**config.mk**
```make
export PLATFORM = sky130hd
export DESIGN_NAME = ppu_pixel_compositor
export DESIGN_NICKNAME = d
export VERILOG_FILES = /design/src/design/ppc_pkg.sv /design/src/design/ppu_pixel_compositor.sv /design/src/design/ppc_palette_ram.sv /design/src/design/ppc_sprite_ram.sv
export SDC_FILE = /design/constraint.sdc
export NUM_CORES = 1
export LEC_CHECK = 0
export BUFFER_PORTS_ARGS = -buffer_cell sky130_fd_sc_hd__buf_2
export CORE_MARGIN = 8
export CORE_UTILIZATION = 50
export DETAILED_ROUTE_END_ITERATION = 16
export GPL_TIMING_DRIVEN = 1
export PLACE_DENSITY = 0.64
export SYNTH_ARGS = -nofsm -noshare
export SYNTH_HDL_FRONTEND = slang
export SYNTH_SLANG_ARGS = --single-unit
```
**constraint.sdc**
```tcl
create_clock -name clk -period 5.1 [get_ports clk]
set_input_delay 0.255 -clock clk [delete_from_list [all_inputs] [get_ports clk]]
set_output_delay 0.255 -clock clk [all_outputs]
set_load 0.005 [all_outputs]
```
**src/design/ppc_pkg.sv**
```systemverilog
package ppc_pkg;

    localparam int MAX_SPRITES_DEF = 8;
    localparam int PALETTE_ENTRIES = 32;
    localparam int PAL_ADDR_W      = 5;
    localparam int COLOUR_W        = 6;
    localparam int SPRITE_W        = 28;
    localparam int CFG_IDX_W       = 3;
    localparam int BG_TOP_BIT      = 15;
    localparam int LAST_ROW        = 239;
    localparam int LAST_COL        = 255;

    typedef enum logic [2:0] {
        FN_RENDER      = 3'd0,
        FN_LOAD_SPRITE = 3'd1,
        FN_SET_COUNT   = 3'd2,
        FN_PAL_WRITE   = 3'd3,
        FN_CLEAR_HIT   = 3'd4
    } ppc_func_t;

    typedef enum logic [CFG_IDX_W-1:0] {
        CFG_SHOW_BG       = 3'd0,
        CFG_SHOW_BG_LEFT  = 3'd1,
        CFG_SHOW_SPR      = 3'd2,
        CFG_SHOW_SPR_LEFT = 3'd3
    } ppc_cfg_t;

    typedef enum logic [1:0] {
        ST_IDLE,
        ST_SCAN,
        ST_PAL_REQ,
        ST_PAL_DATA
    } ppc_state_t;

    typedef struct packed {
        logic                  en;
        logic [PAL_ADDR_W-1:0] addr;
        logic [COLOUR_W-1:0]   data;
    } ppc_pal_wr_t;

    // palette contents after reset
    function automatic logic [COLOUR_W-1:0] ppc_startup(input logic [PAL_ADDR_W-1:0] idx);
        logic [COLOUR_W-1:0] v;
        case (idx)
            5'd0:    v = 6'h09;
            5'd1:    v = 6'h01;
            5'd2:    v = 6'h00;
            5'd3:    v = 6'h01;
            5'd4:    v = 6'h00;
            5'd5:    v = 6'h02;
            5'd6:    v = 6'h02;
            5'd7:    v = 6'h0D;
            5'd8:    v = 6'h08;
            5'd9:    v = 6'h10;
            5'd10:   v = 6'h08;
            5'd11:   v = 6'h24;
            5'd12:   v = 6'h00;
            5'd13:   v = 6'h00;
            5'd14:   v = 6'h04;
            5'd15:   v = 6'h2C;
            5'd16:   v = 6'h09;
            5'd17:   v = 6'h01;
            5'd18:   v = 6'h34;
            5'd19:   v = 6'h03;
            5'd20:   v = 6'h00;
            5'd21:   v = 6'h04;
            5'd22:   v = 6'h00;
            5'd23:   v = 6'h14;
            5'd24:   v = 6'h08;
            5'd25:   v = 6'h3A;
            5'd26:   v = 6'h00;
            5'd27:   v = 6'h02;
            5'd28:   v = 6'h00;
            5'd29:   v = 6'h20;
            5'd30:   v = 6'h2C;
            5'd31:   v = 6'h08;
            default: v = 6'h00;
        endcase
        return v;
    endfunction

endpackage

```
**src/design/ppu_pixel_compositor.sv**
```systemverilog
// Pixel compositor: each render word gives one pixel (palette index, column, row and the
// sticky sprite-zero hit); load-slot, set-count, palette-write and clear-hit words give no
// output word and do not stall the input. A render word stalls the input while the sprite
// slot memory is read one slot per cycle over the active sprites (only when sprites show at
// that column), then while the palette memory is read through its registered read port and
// the result waits to be loaded. The result sits in an output register, so the next
// word is accepted while it waits to be taken; a second render result waits for the first.
// Among covering opaque sprites the lowest slot that is in front, or over a transparent
// background, picks the colour. Palette entries read their startup value until written.
// Configuration writes are always ready and must only be issued while the block is idle.
module ppu_pixel_compositor #(
    parameter int MAX_SPRITES = ppc_pkg::MAX_SPRITES_DEF
) (
    input  logic                          clk,
    input  logic                          rst_n,
    // configuration write channel
    input  logic                          cfg_valid,
    output logic                          cfg_ready,
    input  logic [ppc_pkg::CFG_IDX_W-1:0] cfg_index,
    input  logic                          cfg_data,
    // input word channel
    input  logic                          in_valid,
    output logic                          in_stall,
    input  logic [2:0]                    func,
    input  logic [4:0]                    target_index,
    input  logic [27:0]                   payload,
    input  logic [7:0]                    pixel_x,
    input  logic [7:0]                    pixel_y,
    input  logic [2:0]                    fine_x,
    input  logic [15:0]                   bg_pattern_low,
    input  logic [15:0]                   bg_pattern_high,
    input  logic [3:0]                    attr_old,
    input  logic [3:0]                    attr_new,
    // output word channel
    output logic                          out_valid,
    input  logic                          out_stall,
    output logic [5:0]                    colour_index,
    output logic [7:0]                    out_x,
    output logic [7:0]                    out_y,
    output logic                          zero_hit
);
    import ppc_pkg::*;

    localparam int SLOT_W = (MAX_SPRITES > 1) ? $clog2(MAX_SPRITES) : 1;
    localparam int CNT_W  = $clog2(MAX_SPRITES + 1);

    // configuration
    logic show_bg_reg, show_bg_left_reg, show_spr_reg, show_spr_left_reg;

    // control state
    ppc_state_t        state_reg, state_next;
    logic [CNT_W-1:0]  cnt_reg, cnt_next;
    logic              hit_reg, hit_next;
    logic              out_valid_reg, out_valid_next;

    // per-pixel working registers
    logic [SLOT_W-1:0] idx_reg, idx_next;
    logic [3:0]        bgc_reg, bgc_next;
    logic              win_reg, win_next;
    logic [3:0]        win_col_reg, win_col_next;
    logic [7:0]        px_reg, py_reg;

    // output payload
    logic [5:0]        colour_reg;
    logic [7:0]        x_reg, y_reg;
    logic              hit_out_reg;
    logic              load_out;

    logic              accept;
    logic              cfg_write;

    // memory ports
    ppc_pal_wr_t           pal_wr;
    logic                  pal_rd_en;
    logic [PAL_ADDR_W-1:0] pal_rd_addr;
    logic [COLOUR_W-1:0]   pal_rd_data;
    logic                  spr_wr_en;
    logic                  spr_rd_en;
    logic [SLOT_W-1:0]     spr_rd_addr;
    logic [SPRITE_W-1:0]   spr_rd_data;

    // background pixel from the shifters
    logic [3:0] bg_sum, bg_off;
    logic [1:0] bg_pat;
    logic [3:0] bg_colour;
    logic       bg_en, spr_en, left_col;

    // sprite slot evaluation
    logic [8:0] spr_diff;
    logic [2:0] spr_rel;
    logic [2:0] spr_bit;
    logic [1:0] spr_pat;
    logic       spr_cover, spr_opaque, last_slot;

    assign accept    = in_valid && !in_stall;
    assign cfg_write = cfg_valid && cfg_ready;
    assign cfg_ready = 1'b1;
    assign in_stall  = (state_reg != ST_IDLE);

    assign left_col  = (pixel_x < 8'd8);
    assign bg_en     = show_bg_reg && !(left_col && !show_bg_left_reg);
    // sprites never cover the last column
    assign spr_en    = show_spr_reg && !(left_col && !show_spr_left_reg)
                       && (pixel_x != 8'(LAST_COL)) && (cnt_reg != '0);

    assign bg_sum    = {1'b0, fine_x} + {1'b0, pixel_x[2:0]};
    assign bg_off    = 4'(BG_TOP_BIT) - bg_sum;
    assign bg_pat    = {bg_pattern_high[bg_off], bg_pattern_low[bg_off]};
    assign bg_colour = (!bg_en || bg_pat == 2'b00) ? 4'd0
                     : ((bg_off[3] ? attr_old : attr_new) | {2'b00, bg_pat});

    // sprite record: x[7:0], pattern low[15:8], pattern high[23:16], palette[25:24],
    // front[26], sprite zero[27]
    assign spr_diff   = {1'b0, px_reg} - {1'b0, spr_rd_data[7:0]};
    assign spr_cover  = (spr_diff[8:3] == 6'd0);
    assign spr_rel    = spr_diff[2:0];
    // leftmost sprite pixel sits in the top bit of each pattern byte
    assign spr_bit    = ~spr_rel;
    assign spr_pat    = {spr_rd_data[16 + int'(spr_bit)], spr_rd_data[8 + int'(spr_bit)]};
    assign spr_opaque = spr_cover && (spr_pat != 2'b00);
    assign last_slot  = ((CNT_W'(idx_reg) + CNT_W'(1)) == cnt_reg);

    assign load_out   = (state_reg == ST_PAL_DATA) && (!out_valid_reg || !out_stall);

    // memory hookup
    assign pal_wr.en   = accept && (func == FN_PAL_WRITE);
    assign pal_wr.addr = target_index;
    assign pal_wr.data = payload[5:0];
    assign pal_rd_en   = (state_reg == ST_PAL_REQ);
    // sprite colors live in the upper half of the palette
    assign pal_rd_addr = win_reg ? {1'b1, win_col_reg} : {1'b0, bgc_reg};

    assign spr_wr_en   = accept && (func == FN_LOAD_SPRITE)
                         && (32'(target_index) < MAX_SPRITES);
    assign spr_rd_addr = (state_reg == ST_IDLE) ? '0 : SLOT_W'(idx_reg + SLOT_W'(1));
    assign spr_rd_en   = ((state_reg == ST_IDLE) && accept && (func == FN_RENDER) && spr_en)
                         || ((state_reg == ST_SCAN) && !last_slot);

    ppc_palette_ram u_palette (
        .clk     (clk),
        .rst_n   (rst_n),
        .wr      (pal_wr),
        .rd_en   (pal_rd_en),
        .rd_addr (pal_rd_addr),
        .rd_data (pal_rd_data)
    );

    ppc_sprite_ram #(
        .DEPTH  (MAX_SPRITES),
        .ADDR_W (SLOT_W)
    ) u_sprites (
        .clk     (clk),
        .wr_en   (spr_wr_en),
        .wr_addr (SLOT_W'(target_index)),
        .wr_data (payload),
        .rd_en   (spr_rd_en),
        .rd_addr (spr_rd_addr),
        .rd_data (spr_rd_data)
    );

    // configuration registers
    always_ff @(posedge clk or negedge rst_n)
    begin
        if (!rst_n)
        begin
            show_bg_reg       <= 1'b0;
            show_bg_left_reg  <= 1'b0;
            show_spr_reg      <= 1'b0;
            show_spr_left_reg <= 1'b0;
        end
        else if (cfg_write)
        begin
            case (cfg_index)
                CFG_SHOW_BG:       show_bg_reg       <= cfg_data;
                CFG_SHOW_BG_LEFT:  show_bg_left_reg  <= cfg_data;
                CFG_SHOW_SPR:      show_spr_reg      <= cfg_data;
                CFG_SHOW_SPR_LEFT: show_spr_left_reg <= cfg_data;
                default:           ;
            endcase
        end
    end

    // sequencer state
    always_ff @(posedge clk or negedge rst_n)
    begin
        if (!rst_n)
        begin
            state_reg     <= ST_IDLE;
            cnt_reg       <= '0;
            hit_reg       <= 1'b0;
            out_valid_reg <= 1'b0;
        end
        else
        begin
            state_reg     <= state_next;
            cnt_reg       <= cnt_next;
            hit_reg       <= hit_next;
            out_valid_reg <= out_valid_next;
        end
    end

    // working and output payload registers
    always_ff @(posedge clk)
    begin
        idx_reg     <= idx_next;
        bgc_reg     <= bgc_next;
        win_reg     <= win_next;
        win_col_reg <= win_col_next;
        if (accept && func == FN_RENDER)
        begin
            px_reg <= pixel_x;
            py_reg <= pixel_y;
        end
        if (load_out)
        begin
            colour_reg  <= pal_rd_data;
            x_reg       <= px_reg;
            y_reg       <= py_reg;
            hit_out_reg <= hit_reg;
        end
    end

    always_comb
    begin
        state_next     = state_reg;
        cnt_next       = cnt_reg;
        hit_next       = hit_reg;
        idx_next       = idx_reg;
        bgc_next       = bgc_reg;
        win_next       = win_reg;
        win_col_next   = win_col_reg;
        out_valid_next = out_valid_reg;

        if (out_valid_reg && !out_stall)
        begin
            out_valid_next = 1'b0;
        end

        case (state_reg)
            ST_IDLE:
            begin
                if (accept)
                begin
                    case (func)
                        FN_RENDER:
                        begin
                            bgc_next   = bg_colour;
                            win_next   = 1'b0;
                            idx_next   = '0;
                            state_next = spr_en ? ST_SCAN : ST_PAL_REQ;
                        end
                        FN_SET_COUNT:
                        begin
                            cnt_next = (32'(target_index) > MAX_SPRITES)
                                     ? CNT_W'(MAX_SPRITES) : CNT_W'(target_index);
                        end
                        FN_CLEAR_HIT:
                        begin
                            hit_next = 1'b0;
                        end
                        default: ;
                    endcase
                end
            end
            ST_SCAN:
            begin
                // one slot per cycle, lowest slot first
                if (spr_opaque)
                begin
                    if (spr_rd_data[27] && bgc_reg != 4'd0 && py_reg <= 8'(LAST_ROW))
                    begin
                        hit_next = 1'b1;
                    end
                    if (!win_reg && (spr_rd_data[26] || bgc_reg == 4'd0))
                    begin
                        win_next     = 1'b1;
                        win_col_next = {spr_rd_data[25:24], spr_pat};
                    end
                end
                idx_next = SLOT_W'(idx_reg + SLOT_W'(1));
                if (last_slot)
                begin
                    state_next = ST_PAL_REQ;
                end
            end
            ST_PAL_REQ:
            begin
                state_next = ST_PAL_DATA;
            end
            ST_PAL_DATA:
            begin
                if (load_out)
                begin
                    out_valid_next = 1'b1;
                    state_next     = ST_IDLE;
                end
            end
            default:
            begin
                state_next = ST_IDLE;
            end
        endcase
    end

    assign out_valid    = out_valid_reg;
    assign colour_index = colour_reg;
    assign out_x        = x_reg;
    assign out_y        = y_reg;
    assign zero_hit     = hit_out_reg;

endmodule

```
**src/design/ppc_palette_ram.sv**
```systemverilog
module ppc_palette_ram (
    input  logic                         clk,
    input  logic                         rst_n,
    input  ppc_pkg::ppc_pal_wr_t         wr,
    input  logic                         rd_en,
    input  logic [ppc_pkg::PAL_ADDR_W-1:0] rd_addr,
    output logic [ppc_pkg::COLOUR_W-1:0]   rd_data
);
    import ppc_pkg::*;

    logic [COLOUR_W-1:0]        mem [PALETTE_ENTRIES];
    logic [PALETTE_ENTRIES-1:0] valid_reg;
    logic [COLOUR_W-1:0]        data_reg;
    logic                       hit_valid_reg;
    logic [PAL_ADDR_W-1:0]      addr_reg;

    // written entries tracked per entry, unwritten ones read the startup value
    always_ff @(posedge clk or negedge rst_n)
    begin
        if (!rst_n)
        begin
            valid_reg <= '0;
        end
        else if (wr.en)
        begin
            valid_reg[wr.addr] <= 1'b1;
        end
    end

    always_ff @(posedge clk)
    begin
        if (wr.en)
        begin
            mem[wr.addr] <= wr.data;
        end
        if (rd_en)
        begin
            data_reg      <= mem[rd_addr];
            hit_valid_reg <= valid_reg[rd_addr];
            addr_reg      <= rd_addr;
        end
    end

    assign rd_data = hit_valid_reg ? data_reg : ppc_startup(addr_reg);

endmodule

```
**src/design/ppc_sprite_ram.sv**
```systemverilog
module ppc_sprite_ram #(
    parameter int DEPTH  = ppc_pkg::MAX_SPRITES_DEF,
    parameter int ADDR_W = (DEPTH > 1) ? $clog2(DEPTH) : 1
) (
    input  logic                         clk,
    input  logic                         wr_en,
    input  logic [ADDR_W-1:0]            wr_addr,
    input  logic [ppc_pkg::SPRITE_W-1:0] wr_data,
    input  logic                         rd_en,
    input  logic [ADDR_W-1:0]            rd_addr,
    output logic [ppc_pkg::SPRITE_W-1:0] rd_data
);
    import ppc_pkg::*;

    logic [SPRITE_W-1:0] mem [DEPTH];
    logic [SPRITE_W-1:0] rd_data_reg;

    always_ff @(posedge clk)
    begin
        if (wr_en)
        begin
            mem[wr_addr] <= wr_data;
        end
        if (rd_en)
        begin
            rd_data_reg <= mem[rd_addr];
        end
    end

    assign rd_data = rd_data_reg;

endmodule

```
==> flow_summary_export.csv, run 1 <==
group,metric,value,unit
timing,fmax,294.5,MHz
final_layout,final_cells,2437,
final_layout,layout.nets,1915,
timing,period_needed,3.395,ns
setup_path,cp_max_fo,7,
outcome,status,"finished clean",
final_layout,final_area,26570,sq um
power,p_sw_share,28.23,%
clock_network,tritoncts,"built",
placed_design,dp_cells,2288,
timing,finalClockSkew,0.03213,ns
clock_network,h-tree-depth,2,
timing,tightestPinTransition,1.253,ns
power,seq_power_share,45.6,%
detailed_routing,wirelength,53770,um
detailed_routing,antenna_left,0,
grt,grt_pass1_vias,13910,
yosys,synth_edf_count,507,
clock_network,clk_pin_slew,0.06,ns
yosys,yosysTopAreaCell,"edfxtp_1",
setup_path,path_delay_family,"simple AND/OR/NAND/NOR gates",
yosys,synthArstFlopShare,7.899,%
grt,grt_use_total,19.85,%
floorplan,die_height,230.4,um
floorplan,die_area,53100,sq um
setup_path,required,5.33,ns
clock_network,cts_resized,0,
yosys,synthTopCellsByCount,"edfxtp_1 (507), nand2_1 (213), nand3_1 (104)",
setup_path,cp_cell_sequence,"inv_1, ha_1, fa_1, xnor2_1, or2_2, o22ai_1, a211oi_1, nand4_1, nor4_1",
hold_path,holdCritPathClass,"in2reg",
power,power_switching,3400,uW
setup_path,slowest_stage,"xnor2_1",
floorplan,die_w,230.4,um
yosys,synth_nets,1751,
timing,fin_setup_tns,0,ns
detailed_routing,viasPerCell,5.771,
yosys,synth_top_cell_area_share,66.21,%
placed_design,globalplace.congestion,0.8333,
grt,grt_max_degree,60,
yosys,synth_cells,1624,
power,power_density,453.2,nW/um^2
yosys,synth-seq-area-share,71.52,%
final_layout,drive_gt1_share,19.77,%
clock_network,numCtsBuffers,56,
power,power.total,12040,uW
floorplan,ioPinCount,130,
clock_network,root_buffer,"clkbuf_16",
timing,finalHoldViolCount,0,
power,p_int,8642,uW
yosys,ys.flop_type,"edfxtp_1",
floorplan,core_area,45380,sq um
timing,setup_viol,0,
power,max-vdd-ir-drop,0.3012,mV
floorplan,initial_core_util,50.67,%
timing,drv_slew,0,
run,cap_violations,0,
timing,grt_setup_unrepaired,"no",
timing,relSlewSlack,16.50,%
setup_path,max_stage_delay,0.65,ns
clock_network,cts_setup_buffers,0,
yosys,ys_warn_count,0,
clock_network,cts.path.max_buffers,3,
yosys,synthTopCellsByArea,"edfxtp_1 (66%), dfrtp_1 (4.8%), nand2_1 (3.5%)",
clock_network,cts_sinks,557,
setup_path,arrival,3.62,ns
power,p_leak,0.009474,uW
yosys,ys_ff_latch,557,
final_layout,multiInputGateArea,6112,sq um
final_layout,seq_area,16450,sq um
detailed_routing,drtPass1Iterations,5,
detailed_routing,vias,14060,
power,clkPwrFrac,34.3,%
setup_path,crit_buf_inv,1,
grt,grt_remaining_overflow,0,
placed_design,dp_hpwl,32820,um
grt,grt_pass1_wl,82320,um
final_layout,n_fill_cell,3504,
yosys,avgSynthCellArea,14.16,sq um
setup_path,crit_type,"reg2reg",
detailed_routing,drc,0,
timing,fin_crit_sh,66.58,%
final_layout,largest_reg_flops,224,
yosys,yosysMostFrequentCell,"edfxtp_1",
detailed_routing,initialDrtViolationCount,1218,
clock_network,clk_latency,0.63,ns
yosys,syn_area,22990,sq um
yosys,synth.distinct_cells,61,
setup_path,setup.worst_path.end_class,"flip-flop",
placed_design,port-buffer-count,128,
final_layout,area_growth,15.57,%
floorplan,fp-row-count,78,
grt,antenna_found_initial,3,
placed_design,place_area,24270,sq um
clock_network,cts_hold_buf,42,
power,combPwrFrac,20.1,%
detailed_routing,wl_per_cell,22.07,um
setup_path,cp-start-kind,"flip-flop",
-- worst min-delay path, delay by kind of cell --
kind | cells | cell delay [ns]
buffers and inverters | 1 | 0.18
AND/OR/NAND/NOR | 1 | 0.10
AO/OA/AOI/OAI | 1 | 0.07
-- cells by family (layout without fill, tap and decap cells) --
logic type / after synthesis / after routing / share of synthesized area (%)
other: 1 / 2 / 0.01631
DFF: 557 / 557 / 71.52
muxes: 107 / 107 / 6.465
and+or+nand+nor: 544 / 544 / 10.92
AOI/OAI and AO/OA: 261 / 261 / 7.101
adders and majority gates: 23 / 23 / 1.317
buffers and inverters: 121 / 333 / 2.275
xor gates and xnor gates: 10 / 10 / 0.3809
-- area by class of cell --
cell class | count | area share [%]
clock buffers | 83 | 6.074
well taps | 600 | 2.825
repair buffers | 194 | 4.718
inverters | 33 | 0.4661
clock inverters | 23 | 1.017
multi-input cells | 946 | 23.00
diodes | 1 | 0.009417
flip-flops and latches | 557 | 61.89
-- path summary, 6_finish.rpt --
| path | startpoint | end | slack (ns) | cells after the start |
|---|---|---|---|---|
| worst max-delay path | px_reg[0]$_DFFE_PP_ | win_col_reg[1]$_DFFE_PP_ | 1.70 | 9 |
| worst min-delay path | target_index[1] | cnt_reg[1]$_DFFE_PN0P_ | 0.06 | 3 |
| worst max register to register | px_reg[0]$_DFFE_PP_ | win_col_reg[1]$_DFFE_PP_ | 1.70 | 9 |
| worst min register to register | py_reg[1]$_DFFE_PP_ | out_y[1]$_DFFE_PP_ | 0.42 | 0 |
| max in group asynchronous | rst_n | show_spr_reg$_DFFE_PN0P_ | 4.31 | 3 |
| min in group asynchronous | rst_n | u_palette.valid_reg[10]$_DFFE_PN0P_ | 0.30 | 3 |
-- layer usage --
| metal | routed length, um | part of all wire [%] | track usage (%) |
|---|---|---|---|
| met1 | 23610 | 44 | 27.84 |
| met2 | 24800 | 46 | 31.25 |
| met3 | 4112 | 7.6 | 4.170 |
| met4 | 1226 | 2.3 | 5.662 |
| met5 | 21 | 0.039 | 0 |
-- cell usage in the layout (no fill, tap or decap), drive strengths merged, types with 34 or more instances in the layout --
master	n
nor2	93
clkbuf	83
mux2i	37
nand2	213
buf	152
inv	34
nand3	104
a21oi	37
o21ai	86
or2	37
mux2	42
edfxtp	507
o22ai	51
dfrtp	44
dlygate4sd3	42
-- metrics by stage --
stage	hold slack, ns	setup slack [ns]	util (%)
CTS	0.01569	1.685	58.55
finish	0.05624	1.705	58.56
global placement	0.4013	1.807	53.47
floorplan	-0.04059	1.433	-
detailed placement	0.4088	1.704	53.47
global route	0.03786	1.454	58.56
-- power groups by stage --
stage          logic [uW]  clock network (uW)  registers (uW)
2_1_floorplan        1630                   0            5530
4_1_cts              2450                4210            5490
3_3_place_gp         2360                   0            5580
5_1_grt              2670                4370            5510
6_report             2420                4130            5490
3_5_place_dp         2400                   0            5580
No activity file was read; power rests on OpenSTA's default activity.
==> run 2: changes to the inputs <==
- clock period: 5.1 -> 3.3 ns (I/O delays scaled with it)
==> flow_summary_export.csv, run 2 (synthesis results as in run 1) <==
group,metric,value,unit
final_layout,drive_gt1_share,21.59,%
clock_network,cts_setup_buffers,0,
run,cap_violations,0,
detailed_routing,initialDrtViolationCount,1322,
clock_network,cts_hold_buf,56,
setup_path,path_delay_family,"compound AO/OA/AOI/OAI gates",
final_layout,n_fill_cell,3461,
timing,fmax,330.0,MHz
clock_network,tritoncts,"built",
power,p_leak,0.009739,uW
detailed_routing,wl_per_cell,22.35,um
placed_design,globalplace.congestion,0.8262,
placed_design,dp_hpwl,34900,um
final_layout,largest_reg_flops,224,
floorplan,core_area,45380,sq um
timing,fin_crit_sh,91.83,%
clock_network,cts.path.max_buffers,3,
final_layout,final_cells,2485,
floorplan,fp-row-count,78,
grt,grt_remaining_overflow,0,
clock_network,numCtsBuffers,56,
clock_network,cts_resized,0,
grt,grt_use_total,20.57,%
detailed_routing,wirelength,55530,um
clock_network,cts_sinks,557,
grt,grt_pass1_vias,14300,
detailed_routing,antenna_left,0,
timing,grt_setup_unrepaired,"no",
floorplan,initial_core_util,50.67,%
timing,period_needed,3.030,ns
grt,antenna_found_initial,4,
power,clkPwrFrac,33.6,%
clock_network,clk_latency,0.62,ns
setup_path,crit_type,"reg2reg",
power,p_int,13430,uW
timing,setup_viol,0,
final_layout,area_growth,17.55,%
final_layout,fin_util,59.56,%
grt,grt_max_degree,59,
setup_path,required,3.75,ns
setup_path,cp-start-kind,"flip-flop",
detailed_routing,drtPass1Iterations,5,
floorplan,die_height,230.4,um
timing,finalHoldViolCount,0,
setup_path,arrival,3.48,ns
setup_path,cp_max_fo,23,
detailed_routing,viasPerCell,5.786,
power,power_switching,5407,uW
setup_path,setup.worst_path.end_class,"flip-flop",
setup_path,crit_buf_inv,1,
floorplan,die_area,53100,sq um
clock_network,root_buffer,"clkbuf_16",
power,max-vdd-ir-drop,0.5140,mV
placed_design,dp_cells,2323,
placed_design,port-buffer-count,128,
floorplan,die_w,230.4,um
timing,tightestPinTransition,1.123,ns
timing,finalClockSkew,0.01801,ns
final_layout,seq_area,16450,sq um
clock_network,h-tree-depth,2,
detailed_routing,vias,14380,
final_layout,multiInputGateArea,6118,sq um
clock_network,clk_pin_slew,0.06,ns
timing,drv_slew,0,
final_layout,diodes,0,
power,p_sw_share,28.71,%
setup_path,cp_cell_sequence,"buf_4, nand3_1, o21a_1, a21oi_1, nor4_1, o21ai_0, a22oi_1",
outcome,status,"finished clean",
final_layout,layout_common_cells,"edfxtp_1 (507), nand2_1 (212), buf_2 (128)",
setup_path,slowest_stage,"o21a_1",
setup_path,max_stage_delay,0.89,ns
hold_path,holdCritPathClass,"in2reg",
power,power_density,696.9,nW/um^2
final_layout,final_common_cell,"edfxtp_1",
final_layout,layout.nets,1964,
grt,grt_pass1_wl,84880,um
power,seq_power_share,45.0,%
floorplan,ioPinCount,130,
timing,relSlewSlack,25.15,%
detailed_routing,drc,0,
power,combPwrFrac,21.5,%
==> run 2: per-stage QoR <==
| step | total power [uW] | setup slack [ns] | TNS [ns] | area [sq um] | hold WS (ns) |
|---|---|---|---|---|---|
| floorplan | 11060 | -0.3673 | -30.85 | 23000 | -0.1306 |
| global placement | 12510 | 0.4123 | 0 | 24610 | 0.3167 |
| detailed placement | 12590 | 0.3246 | 0 | 24610 | 0.3200 |
| CTS | 18950 | 0.3489 | 0 | 27030 | 0.007703 |
| global route | 19650 | 0.09281 | 0 | 27030 | 0.05034 |
| finish | 18840 | 0.2696 | 0 | 27030 | 0.04510 |
==> run 2: power groups by stage <==
stage / registers, uW / clock network [uW] / logic (uW)
global route: 8510 / 6690 / 4450
finish: 8470 / 6320 / 4040
detailed placement: 8620 / 0 / 3970
floorplan: 8540 / 0 / 2520
CTS: 8470 / 6430 / 4040
global placement: 8610 / 0 / 3900
==> run 2: worst min-delay path: stages <==
cell and delay (ns):
buf_2 0.11, nand4_1 0.12, nand2_1 0.06, nand4_1 0.07
o21ai_0 0.07
==> run 2: path summary, 6_finish.rpt <==
| check | startpoint | end | slack [ns] | cells past startpoint |
|---|---|---|---|---|
| worst max-delay path | win_reg$_DFFE_PP_ | u_palette.data_reg[1]$_DFFE_PP_ | 0.27 | 7 |
| worst min-delay path | func[2] | hit_reg$_DFFE_PN0P_ | 0.05 | 5 |
| worst max register to register | win_reg$_DFFE_PP_ | u_palette.data_reg[1]$_DFFE_PP_ | 0.27 | 7 |
| worst min register to register | py_reg[2]$_DFFE_PP_ | out_y[2]$_DFFE_PP_ | 0.42 | 0 |
| max in group asynchronous | rst_n | u_palette.valid_reg[31]$_DFFE_PN0P_ | 2.28 | 3 |
| min in group asynchronous | rst_n | u_palette.valid_reg[0]$_DFFE_PN0P_ | 0.25 | 2 |
==> run 2: per-layer routing <==
metal | vias up | track usage (%) | routed length, um
met5 | - | 0 | 27
met3 | 75 | 4.562 | 4294
met4 | 4 | 4.831 | 887
li1 | 6565 | - | -
met2 | 567 | 33.40 | 26030
met1 | 7166 | 28.24 | 24290
==> run 2: final cells by class <==
type                            instances  area share [%]
Clock buffer                           74           5.731
Sequential cell                       557           60.84
Multi-Input combinational cell        946           22.64
Clock inverter                         32           1.148
Tap cell                              600           2.777
Timing Repair Buffer                  243           6.407
Inverter                               33          0.4583
==> run 3: changes to the inputs <==
- GPL_TIMING_DRIVEN: 1 -> 0
- HOLD_SLACK_MARGIN: not set -> 0.15
==> flow_summary_export.csv, run 3 (synthesis results as in run 1) <==
group,metric,value,unit
final_layout,fin_util,60.02,%
setup_path,cp-start-kind,"flip-flop",
detailed_routing,initialDrtViolationCount,1501,
setup_path,cp_max_fo,10,
final_layout,seq_area,16450,sq um
floorplan,fp-row-count,78,
floorplan,die_w,230.4,um
detailed_routing,drtPass1Iterations,6,
floorplan,die_height,230.4,um
final_layout,layout.nets,2015,
grt,grt_use_total,21.58,%
placed_design,globalplace.congestion,0.8639,
power,power.total,18840,uW
final_layout,diodes,0,
timing,fmax,309.9,MHz
setup_path,required,3.61,ns
clock_network,h-tree-depth,2,
final_layout,multiInputGateArea,6151,sq um
outcome,status,"finished clean",
detailed_routing,vias,14840,
final_layout,largest_reg_flops,224,
placed_design,dpl_worst_slack,-0.4186,ns
power,power_density,691.8,nW/um^2
final_layout,n_fill_cell,3487,
detailed_routing,wl_per_cell,23.00,um
timing,setup_viol,0,
timing,period_needed,3.227,ns
floorplan,ioPinCount,130,
clock_network,clk_latency,0.62,ns
timing,fin_crit_sh,97.79,%
clock_network,root_buffer,"clkbuf_16",
final_layout,area_growth,18.47,%
floorplan,core_area,45380,sq um
clock_network,numCtsBuffers,57,
timing,finalHoldViolCount,0,
detailed_routing,drc,0,
detailed_routing,antenna_left,0,
timing,finalClockSkew,0.02091,ns
floorplan,initial_core_util,50.67,%
timing,drv_slew,0,
setup_path,crit_path_frequent_cell,"buf_2",
final_layout,final_common_cell,"edfxtp_1",
grt,grt_max_degree,45,
placed_design,dp_hpwl,38750,um
floorplan,die_area,53100,sq um
clock_network,cts.path.max_buffers,3,
grt,grt_pass1_vias,14530,
setup_path,arrival,3.54,ns
setup_path,max_stage_delay,0.64,ns
setup_path,setup.worst_path.end_class,"flip-flop",
setup_path,slowest_stage,"a221oi_1",
hold_path,holdCritPathClass,"in2reg",
timing,grt_setup_unrepaired,"yes",
detailed_routing,wirelength,58350,um
placed_design,port-buffer-count,126,
power,max-vdd-ir-drop,0.4558,mV
setup_path,cp_cell_sequence,"buf_6, mux2i_1, inv_2, buf_2, buf_2, mux4_2, a221oi_1, a22oi_1",
timing,setup_slack,0.07284,ns
grt,antenna_found_initial,4,
run,cap_violations,0,
final_layout,drive_gt1_share,19.93,%
setup_path,crit_type,"reg2reg",
clock_network,clk_pin_slew,0.06,ns
timing,tightestPinTransition,1.112,ns
timing,relSlewSlack,25.85,%
clock_network,tritoncts,"built",
final_layout,layout_common_cells,"edfxtp_1 (507), nand2_1 (213), buf_2 (143)",
grt,grt_pass1_wl,88220,um
detailed_routing,viasPerCell,5.851,
power,p_leak,0.009721,uW
grt,grt_remaining_overflow,0,
clock_network,cts_sinks,557,
run 3: cell count changes in the layout (fill, tap and decap cells not counted), sizes merged:
cell         before  now
clkinvlp          3    4
clkinv           24   22
buf             187  180
clkbuf           74  125
dlygate4sd3      56   65
run 3: path summary, 6_finish.rpt:
path                       depth (start not counted)                             endpoint  slack (ns)                start
hold reg to reg                                    0                   out_y[0]$_DFFE_PP_        0.42  py_reg[0]$_DFFE_PP_
setup reg to reg                                   8      u_palette.data_reg[3]$_DFFE_PP_        0.07    win_reg$_DFFE_PP_
max in group asynchronous                          2  u_palette.valid_reg[26]$_DFFE_PN0P_        2.29                rst_n
hold / removal                                     1        u_palette.mem[9][5]$_DFFE_PP_        0.16           payload[5]
setup / recovery                                   8      u_palette.data_reg[3]$_DFFE_PP_        0.07    win_reg$_DFFE_PP_
min in group asynchronous                          2  u_palette.valid_reg[11]$_DFFE_PN0P_        0.29                rst_n
run 3: layout make-up:
| class | count | share of cell area (%) |
|---|---|---|
| timing repair buffer | 206 | 5.595 |
| clock inverter | 31 | 1.121 |
| buffer | 87 | 1.497 |
| sequential | 557 | 60.37 |
| multi-input combinational | 946 | 22.58 |
| inverter | 33 | 0.4547 |
| tap | 600 | 2.756 |
| clock buffer | 77 | 5.622 |
run 3: worst max-delay path, delay by kind of cell (launching register included):
| kind | cells | cell delay (ns) |
|---|---|---|
| multiplexers | 2 | 0.55 |
| buffers and inverters | 4 | 1.09 |
| AO/OA/AOI/OAI | 2 | 0.84 |
| flip-flops | 1 | 0.44 |
run 3: per-layer routing:
layer,part of all wire [%],global-route usage (%),up-vias
met5,0.026,0,-
met1,42,29.92,7405
met2,47,34.41,649
met4,2.3,5.880,2
li1,-,-,6681
met3,8.5,4.673,106
run 3: report_power, final:
part           internal (uW)  leakage (uW)  switching, uW
Sequential              8260       0.00522            182
Clock                   3590      0.000886           2690
Combinational           1490       0.00362           2640
run 3: timing repair:
item / in CTS / in global routing
setup endpoints to repair: 8 / 28
pin swaps: 0 / 7
gates resized for setup: 4 / 21
setup buffers: 0 / 2
hold buffers: 65 / 0
endpoints found under the hold margin: 280 / 0
run 3: per-stage QoR:
| stage | instances | setup TNS, ns | cell area, sq um | hold WS (ns) |
|---|---|---|---|---|
| floorplan | 1624 | -30.85 | 23000 | -0.1306 |
| detailed placement | 2363 | -1.709 | 24660 | 0.3432 |
| finish | 2537 | 0 | 27240 | 0.1627 |
| CTS | 2535 | 0 | 27160 | 0.1621 |
| global placement | 2350 | -301.67 | 24380 | 0.3488 |
| global route | 2537 | -0.01157 | 27240 | 0.1895 |
